**src/rau_pkg.sv**
```systemverilog
`default_nettype none
package rau_pkg;

	localparam int OperandWidthDef = 16;
	localparam int ResultWidth = 33;

	typedef enum logic [1:0] {
		CMD_ADD = 2'd0,
		CMD_SUB = 2'd1,
		CMD_MUL = 2'd2,
		CMD_DIV = 2'd3
	} op_t;

	typedef enum logic [1:0] {
		DSRC_REM = 2'd0,
		DSRC_QNUM = 2'd1,
		DSRC_QDEN = 2'd2
	} dsrc_t;

	typedef enum logic [3:0] {
		ST_IDLE,
		ST_MUL0,
		ST_MUL1,
		ST_MUL2,
		ST_FORM,
		ST_EUC_CHK,
		ST_EUC_WAIT,
		ST_QN_WAIT,
		ST_QD_WAIT,
		ST_FINISH
	} state_t;

	typedef struct packed {
		logic load;
		logic mul_en;
		logic [1:0] mul_step;
		logic form;
		logic div_start;
		dsrc_t div_src;
		logic euc_step;
		logic cap_num;
		logic cap_den;
		logic out_load;
	} ctrl_cmd_t;

	typedef struct packed {
		logic div_done;
		logic m_zero;
		logic n_zero;
		logic out_free;
	} dp_status_t;

	function automatic int calc_nw(int w);
		return (2 * w + 1 > 64) ? 64 : 2 * w + 1;
	endfunction

endpackage
`default_nettype wire

```
**src/rau_divider.sv**
```systemverilog
`default_nettype none
module rau_divider import rau_pkg::*; #(
	parameter int NW = 33
) (
	input wire logic clk,
	input wire logic arst_n,
	input wire logic start,
	input wire logic signed [NW-1:0] dividend,
	input wire logic signed [NW-1:0] divisor,
	output logic done,
	output logic signed [NW-1:0] quotient,
	output logic signed [NW-1:0] remainder
);

	localparam int CW = $clog2(NW + 1);

	logic busy_q;
	logic [CW-1:0] cnt_q;
	logic [NW-1:0] rem_q;
	logic [NW-1:0] dvd_q;
	logic [NW-1:0] dvs_q;
	logic qneg_q;
	logic rneg_q;
	logic [NW:0] trial;
	logic [NW:0] shifted;

	assign shifted = {rem_q, dvd_q[NW-1]};
	assign trial = shifted - {1'b0, dvs_q};

	always_ff @(posedge clk or negedge arst_n) begin
		if (!arst_n) begin
			busy_q <= 1'b0;
			cnt_q <= '0;
			done <= 1'b0;
		end else begin
			done <= 1'b0;
			if (start) begin
				busy_q <= 1'b1;
				cnt_q <= CW'(NW);
			end else if (busy_q) begin
				cnt_q <= cnt_q - 1'b1;
				if (cnt_q == CW'(1)) begin
					busy_q <= 1'b0;
					done <= 1'b1;
				end
			end
		end
	end

	always_ff @(posedge clk) begin
		if (start) begin
			rem_q <= '0;
			dvd_q <= dividend[NW-1] ? NW'(-dividend) : dividend;
			dvs_q <= divisor[NW-1] ? NW'(-divisor) : divisor;
			qneg_q <= dividend[NW-1] ^ divisor[NW-1];
			rneg_q <= dividend[NW-1];
		end else if (busy_q) begin
			if (!trial[NW]) begin
				rem_q <= trial[NW-1:0];
				dvd_q <= {dvd_q[NW-2:0], 1'b1};
			end else begin
				rem_q <= shifted[NW-1:0];
				dvd_q <= {dvd_q[NW-2:0], 1'b0};
			end
		end
	end

	// truncating signs: quotient by operand signs, remainder follows dividend
	assign quotient = qneg_q ? NW'(-dvd_q) : dvd_q;
	assign remainder = rneg_q ? NW'(-rem_q) : rem_q;

endmodule
`default_nettype wire

```
**src/rau_datapath.sv**
```systemverilog
`default_nettype none
module rau_datapath import rau_pkg::*; #(
	parameter int OPERAND_WIDTH = OperandWidthDef
) (
	input wire logic clk,
	input wire logic arst_n,
	input wire ctrl_cmd_t cmd,
	output dp_status_t status,
	input wire logic [1:0] command,
	input wire logic signed [OPERAND_WIDTH-1:0] first_numerator,
	input wire logic signed [OPERAND_WIDTH-1:0] first_denominator,
	input wire logic signed [OPERAND_WIDTH-1:0] second_numerator,
	input wire logic signed [OPERAND_WIDTH-1:0] second_denominator,
	output logic out_valid,
	input wire logic out_stall,
	output logic signed [ResultWidth-1:0] result_numerator,
	output logic signed [ResultWidth-1:0] result_denominator,
	output logic undefined_result
);

	localparam int W = OPERAND_WIDTH;
	localparam int NW = calc_nw(OPERAND_WIDTH);

	op_t op_q;
	logic signed [W-1:0] a_q, b_q, c_q, d_q;
	logic signed [W-1:0] mx, my;
	logic signed [2*W-1:0] prod;
	logic signed [NW-1:0] p0_q, p1_q, p2_q;
	logic signed [NW-1:0] num_q, den_q, n_q, m_q;
	logic signed [ResultWidth-1:0] qn_q, qd_q;
	logic signed [NW-1:0] div_a, div_b, div_quo, div_rem;

	// operand pairs: step 0 and 1 build the numerator, step 2 the denominator
	always_comb begin
		mx = a_q;
		my = d_q;
		unique case (cmd.mul_step)
			2'd0: begin
				mx = a_q;
				my = (op_q == CMD_MUL) ? c_q : d_q;
			end
			2'd1: begin
				mx = c_q;
				my = b_q;
			end
			default: begin
				mx = b_q;
				my = (op_q == CMD_DIV) ? c_q : d_q;
			end
		endcase
	end

	assign prod = mx * my;

	always_comb begin
		div_a = n_q;
		div_b = m_q;
		unique case (cmd.div_src)
			DSRC_QNUM: begin
				div_a = num_q;
				div_b = n_q;
			end
			DSRC_QDEN: begin
				div_a = den_q;
				div_b = n_q;
			end
			default: begin
				div_a = n_q;
				div_b = m_q;
			end
		endcase
	end

	rau_divider #(.NW(NW)) u_div (
		.clk(clk),
		.arst_n(arst_n),
		.start(cmd.div_start),
		.dividend(div_a),
		.divisor(div_b),
		.done(status.div_done),
		.quotient(div_quo),
		.remainder(div_rem)
	);

	always_ff @(posedge clk) begin
		if (cmd.load) begin
			op_q <= op_t'(command);
			a_q <= first_numerator;
			b_q <= first_denominator;
			c_q <= second_numerator;
			d_q <= second_denominator;
		end
		if (cmd.mul_en) begin
			unique case (cmd.mul_step)
				2'd0: p0_q <= NW'(prod);
				2'd1: p1_q <= NW'(prod);
				default: p2_q <= NW'(prod);
			endcase
		end
		if (cmd.form) begin
			unique case (op_q)
				CMD_ADD: begin
					num_q <= NW'(p0_q + p1_q);
					n_q <= NW'(p0_q + p1_q);
				end
				CMD_SUB: begin
					num_q <= NW'(p0_q - p1_q);
					n_q <= NW'(p0_q - p1_q);
				end
				default: begin
					num_q <= p0_q;
					n_q <= p0_q;
				end
			endcase
			den_q <= p2_q;
			m_q <= p2_q;
		end
		if (cmd.euc_step) begin
			n_q <= m_q;
			m_q <= div_rem;
		end
		if (cmd.cap_num)
			qn_q <= ResultWidth'(div_quo);
		if (cmd.cap_den)
			qd_q <= ResultWidth'(div_quo);
	end

	assign status.m_zero = (m_q == '0);
	assign status.n_zero = (n_q == '0);
	assign status.out_free = !out_valid || !out_stall;

	always_ff @(posedge clk or negedge arst_n) begin
		if (!arst_n) begin
			out_valid <= 1'b0;
		end else if (cmd.out_load) begin
			out_valid <= 1'b1;
		end else if (!out_stall) begin
			out_valid <= 1'b0;
		end
	end

	// gcd of zero: drop the quotients and flag the result
	always_ff @(posedge clk) begin
		if (cmd.out_load) begin
			if (n_q == '0) begin
				result_numerator <= '0;
				result_denominator <= '0;
				undefined_result <= 1'b1;
			end else begin
				result_numerator <= qn_q;
				result_denominator <= qd_q;
				undefined_result <= 1'b0;
			end
		end
	end

endmodule
`default_nettype wire

```
**src/rau_ctrl.sv**
```systemverilog
`default_nettype none
module rau_ctrl import rau_pkg::*; (
	input wire logic clk,
	input wire logic arst_n,
	input wire logic in_valid,
	output logic in_stall,
	input wire dp_status_t status,
	output ctrl_cmd_t cmd
);

	state_t state_q, state_d;

	always_ff @(posedge clk or negedge arst_n) begin
		if (!arst_n) begin
			state_q <= ST_IDLE;
		end else begin
			state_q <= state_d;
		end
	end

	always_comb begin
		state_d = state_q;
		cmd = '0;
		cmd.div_src = DSRC_REM;
		in_stall = (state_q != ST_IDLE);
		unique case (state_q)
			ST_IDLE: begin
				if (in_valid) begin
					cmd.load = 1'b1;
					state_d = ST_MUL0;
				end
			end
			ST_MUL0: begin
				cmd.mul_en = 1'b1;
				cmd.mul_step = 2'd0;
				state_d = ST_MUL1;
			end
			ST_MUL1: begin
				cmd.mul_en = 1'b1;
				cmd.mul_step = 2'd1;
				state_d = ST_MUL2;
			end
			ST_MUL2: begin
				cmd.mul_en = 1'b1;
				cmd.mul_step = 2'd2;
				state_d = ST_FORM;
			end
			ST_FORM: begin
				cmd.form = 1'b1;
				state_d = ST_EUC_CHK;
			end
			ST_EUC_CHK: begin
				if (!status.m_zero) begin
					cmd.div_start = 1'b1;
					cmd.div_src = DSRC_REM;
					state_d = ST_EUC_WAIT;
				end else if (status.n_zero) begin
					state_d = ST_FINISH;
				end else begin
					cmd.div_start = 1'b1;
					cmd.div_src = DSRC_QNUM;
					state_d = ST_QN_WAIT;
				end
			end
			ST_EUC_WAIT: begin
				if (status.div_done) begin
					cmd.euc_step = 1'b1;
					state_d = ST_EUC_CHK;
				end
			end
			ST_QN_WAIT: begin
				if (status.div_done) begin
					cmd.cap_num = 1'b1;
					cmd.div_start = 1'b1;
					cmd.div_src = DSRC_QDEN;
					state_d = ST_QD_WAIT;
				end
			end
			ST_QD_WAIT: begin
				if (status.div_done) begin
					cmd.cap_den = 1'b1;
					state_d = ST_FINISH;
				end
			end
			ST_FINISH: begin
				if (status.out_free) begin
					cmd.out_load = 1'b1;
					state_d = ST_IDLE;
				end
			end
			default: state_d = ST_IDLE;
		endcase
	end

endmodule
`default_nettype wire

```
**src/rational_arithmetic_unit_core.sv**
```systemverilog
`default_nettype none
// channel | handshake             | payload
// in      | in_valid / in_stall   | command, first_/second_ numerator, denominator
// out     | out_valid / out_stall | result_numerator, result_denominator, undefined_result
//
// One item at a time: multiply steps, a form step, then per Euclid step a check
// and a division on NW-bit operands (NW = 2*OPERAND_WIDTH+1, capped at 64),
// then two more divisions for the reduction. The divider is bit-serial.
// Reset clears the controller and output valid; no clearing pass.
// The next item is taken once the result sits in the output register.
module rational_arithmetic_unit_core import rau_pkg::*; #(
	parameter int OPERAND_WIDTH = OperandWidthDef
) (
	input wire logic clk,
	input wire logic arst_n,
	input wire logic in_valid,
	output logic in_stall,
	input wire logic [1:0] command,
	input wire logic signed [OPERAND_WIDTH-1:0] first_numerator,
	input wire logic signed [OPERAND_WIDTH-1:0] first_denominator,
	input wire logic signed [OPERAND_WIDTH-1:0] second_numerator,
	input wire logic signed [OPERAND_WIDTH-1:0] second_denominator,
	output logic out_valid,
	input wire logic out_stall,
	output logic signed [ResultWidth-1:0] result_numerator,
	output logic signed [ResultWidth-1:0] result_denominator,
	output logic undefined_result
);

	ctrl_cmd_t cmd;
	dp_status_t status;

	rau_ctrl u_ctrl (
		.clk(clk),
		.arst_n(arst_n),
		.in_valid(in_valid),
		.in_stall(in_stall),
		.status(status),
		.cmd(cmd)
	);

	rau_datapath #(.OPERAND_WIDTH(OPERAND_WIDTH)) u_dp (
		.clk(clk),
		.arst_n(arst_n),
		.cmd(cmd),
		.status(status),
		.command(command),
		.first_numerator(first_numerator),
		.first_denominator(first_denominator),
		.second_numerator(second_numerator),
		.second_denominator(second_denominator),
		.out_valid(out_valid),
		.out_stall(out_stall),
		.result_numerator(result_numerator),
		.result_denominator(result_denominator),
		.undefined_result(undefined_result)
	);

endmodule
`default_nettype wire
```
**config.mk**
```make
export PLATFORM = sky130hd
export DESIGN_NAME = rational_arithmetic_unit_core
export DESIGN_NICKNAME = d
export VERILOG_FILES = /design/src/rau_pkg.sv /design/src/rau_divider.sv /design/src/rau_datapath.sv /design/src/rau_ctrl.sv /design/src/rational_arithmetic_unit_core.sv
export SDC_FILE = /design/constraint.sdc
export NUM_CORES = 2
export LEC_CHECK = 0
export BUFFER_PORTS_ARGS = -buffer_cell sky130_fd_sc_hd__buf_4
export CAP_MARGIN = 20
export CORE_ASPECT_RATIO = 1.4
export CORE_MARGIN = 4
export CORE_UTILIZATION = 50
export CTS_CLUSTER_SIZE = 25
export DETAILED_ROUTE_END_ITERATION = 12
export GPL_TIMING_DRIVEN = 0
export MAX_ROUTING_LAYER = met4
export PLACE_DENSITY_LB_ADDON = 0.1
export SLEW_MARGIN = 20
export SYNTH_ARGS = -nofsm -noshare
export SYNTH_HDL_FRONTEND = slang
export SYNTH_HIERARCHICAL = 1
export SYNTH_SLANG_ARGS = --single-unit
```
**constraint.sdc**
```tcl
create_clock -name clk -period 8.1 [get_ports clk]
set_input_delay 1.215 -clock clk [delete_from_list [all_inputs] [get_ports clk]]
set_output_delay 1.215 -clock clk [all_outputs]
set_load 0.05 [all_outputs]
```
==> impl_metrics.ini <==
[pwr]
vdd_ir_drop_max_mv = 0.157
power_density_nw_per_um2 = 126
finalPower_mw = 5.53
leakage_nw = 17.5

[synthesis]
synth-simple-area-share_pct = 12.2
yosysWarnings = 6
synthFlopType = edfxtp_1
syn_nets = 4048
synth_top_family_by_area = adder cells
synth_mux_area_share_pct = 4.75
ys_top_cells_by_area = edfxtp_1, fa_1, ha_1
synthesis.area_um2 = 38000
yosysSeqAreaShare_pct = 41.6
yosysUniqueCellTypes = 87
async_flop_share_pct = 2.41
synth-compound-area-share_pct = 11.4
synth_xor_area_share_pct = 5.57
syn_avg_cell_area_um2 = 10.7
synth_seq_cells = 540
yosys.area.top_type = edfxtp_1
syn_inst = 3558
synth_top_area_share_pct = 39.0
synth-adder-area-share_pct = 19.0
synth-edff-count = 494

[drt]
wl_per_cell_um = 22.5
routed_wl_mm = 109
drt-vias-per-instance = 5.66
drtPass1Iterations = 6
drtIter0Drc = 1621
drc = 0
antenna_left = 0
route.vias.total = 27491

[setup_path]
ff2ff_setup_slack_ns = 0.13
cp-start-kind = flip-flop
path_delay_family = simple AND/OR/NAND/NOR gates
end_kind = flip-flop
path_max_fanout = 14
worstSetupPathType = reg2reg
arrival_ns = 8.34
slowest_delay_ns = 0.90
slowest_stage = nor3_1
rr_worst_depth = 18
r2r_start = u_dp/n_q[15]
r2r-end = u_dp/u_div/dvs_q[31]
crit_chain = nor4_1 -> nand4_1 -> nor3_1 -> clkbuf_2 -> nor3b_1 -> inv_1 -> ha_1 -> clkbuf_1 -> buf_1 -> mux2_2 -> or4_4 -> or3_4 -> or3_4 -> or3_4 -> or4_4 -> or3_4 -> o41ai_2 -> xnor2_1
crit_buf_inv = 4
crit_top_cell = or3_4
worstPathRequired_ns = 8.47
startpoint = u_dp/n_q[15]

[floorplan]
top_level_ports = 139
row_count = 119
die_w_um = 241
die_h_um = 334
core_um2 = 75300
dieArea_um2 = 80600
initial_core_util_pct = 50.5

[sta]
whs_ns = 0.420
fin_crit_sh_pct = 98.4
fin_tns_setup_ns = 0
setup_viol = 0
period_needed_ns = 7.97
final_hold_viol_count = 0
fmax_mhz = 125
skew_ns = 0.0206
worst_pin_slew_ns = 1.11
final_max_slew_viol_count = 0
slew_headroom_pct = 25.2

[layout]
syn_to_final_growth_pct = 15.6
antenna_cells = 0
layout-drive-gt1-share_pct = 15.9
instances_no_fill = 4854
fin_nets = 4334

[clock_network]
ctsHoldBuffers = 0
cts_sinks = 540
numCtsBuffers = 53
clkLatencyLatePin_ns = 0.63
clk_pin_slew_worst_paths_ns = 0.07
cts_tree = done
cts_max_level = 2
clk_path_buf_depth = 3
root_buffer = clkbuf_16

[placed_design]
numPlacedInstances = 4690
io_buffers = 138
gp_congestion = 1.03
dp.final_hpwl_mm = 87.6

[grt]
grt_pass1_vias = 28692
antenna_found_initial = 0
grt_start_max_net_pins = 59
grt-ovfl-total = 0
grt_pass1_wl_mm = 166
track_usage_pct = 28.0

[status]
run_status = finished, final reports clean

[worst_hold_path]
hold_class = in2async

[job]
maxCapViolations = 0
-- worst max-delay path by stage --
stage / to / slack, ns / cells past startpoint
floorplan: u_dp/p0_q[31] / 0.09 / 27
global placement: u_dp/p0_q[31] / -2.47 / 26
detailed placement: u_dp/p1_q[31] / -2.62 / 26
CTS: u_dp/p0_q[31] / 0.001 / 26
global route: u_dp/p0_q[31] / -0.03 / 31
finish: u_dp/u_div/dvs_q[31] / 0.13 / 18
-- state kept, by name, summed over array words and instances (netlist names), 33 cells and up --
| register | count |
|---|---|
| u_dp/qd_q | 33 |
| u_dp/qn_q | 33 |
| u_dp/result_numerator | 33 |
| u_dp/n_q | 33 |
| u_dp/num_q | 33 |
| u_dp/m_q | 33 |
| u_dp/u_div/dvd_q | 33 |
| u_dp/u_div/dvs_q | 33 |
| u_dp/u_div/rem_q | 33 |
| u_dp/result_denominator | 33 |
-- report_power, final --
group	internal (mW)	switching, mW	leakage (nW)
clock network	1.41	1.10	0.855
logic	0.0207	0.00569	11.7
registers	3.00	0	4.94
total	4.43	1.10	17.5
-- per-stage QoR --
step	util (%)	worst slack (ns)	instance area, µm²
floorplan	-	0.0909	38000
global placement	53.5	-2.47	40300
detailed placement	54.0	-2.62	40700
CTS	57.8	0.00138	43500
global route	58.4	-0.0346	44000
finish	58.4	0.126	44000
-- worst reg2reg max path, cell delays in order, from the launching register on --
cell and delay (ns):
edfxtp_1 0.49, nor4_1 0.89, nand4_1 0.16, nor3_1 0.90, clkbuf_2 0.67, nor3b_1 0.14, inv_1 0.09, ha_1 0.12
clkbuf_1 0.36, buf_1 0.60, mux2_2 0.47, or4_4 0.54, or3_4 0.35, or3_4 0.39, or3_4 0.37, or4_4 0.46
or3_4 0.36, o41ai_2 0.24, xnor2_1 0.12
-- cell families (layout without fill, tap and decap cells) --
kind of cell / count (synthesis) / in the layout
simple gates: 975 / 975
compound gates: 670 / 670
buf+inv: 546 / 874
flops: 540 / 540
fa+ha+maj: 420 / 420
xor+xnor: 241 / 241
mux: 166 / 166
-- cell usage in the layout (no fill, tap or decap), types with 22 or more instances in the layout --
| master | count |
|---|---|
| a22oi_1 | 37 |
| clkbuf_1 | 100 |
| nor2b_1 | 75 |
| edfxtp_1 | 494 |
| or4_1 | 22 |
| nand2_1 | 319 |
| nor2_1 | 270 |
| mux2i_1 | 38 |
| clkbuf_16 | 56 |
| o21ai_0 | 160 |
| xor2_1 | 68 |
| dfxtp_1 | 33 |
| xnor2_1 | 171 |
| nand3_1 | 58 |
| a21o_1 | 42 |
| a21oi_1 | 119 |
| inv_1 | 394 |
| o21ai_1 | 24 |
| buf_4 | 223 |
| nor4_1 | 33 |
| or3_1 | 24 |
| o31ai_1 | 50 |
| nor3_1 | 28 |
| ha_1 | 150 |
| a311oi_1 | 25 |
| nand2b_1 | 33 |
| mux2_2 | 108 |
| fa_1 | 261 |
-- cell type report --
cell class	count	area, µm²
inverters	399	1500
clock inverters	38	414
multi-input cells	2472	20800
clock buffers	59	1350
repair buffers	238	2010
fillers	6425	31400
flip-flops and latches	540	15800
plain buffers	140	860
well taps	968	1210
-- cell usage after synthesis (21+ instances only) --
master,count
xor2_1,68
mux2_2,109
or3_1,24
nor4_1,35
edfxtp_1,494
inv_1,398
or4_1,23
mux2i_1,55
ha_1,156
a22oi_1,37
nand2_1,321
xnor2_1,172
nand4_1,21
a21o_1,42
fa_1,264
a21oi_1,128
clkbuf_1,131
o21ai_0,183
nand3_1,58
nor2_1,274
nand2b_1,33
o21a_1,32
nor2b_1,75
a311oi_1,25
dfxtp_1,33
nor3_1,31
o31ai_1,50
-- timing repair --
action,CTS,global route
setup buffers,52,20
gates cloned,0,2
resized for setup,181,58
pin swaps,17,21
setup endpoints to repair,66,24
-- per-layer routing --
layer	global-route usage (%)	wire length, µm
met1	28.5	38100
met2	50.1	57300
met3	2.59	3860
met4	19.6	10100
met5	-	0
No activity file was read; power rests on OpenSTA's default activity.
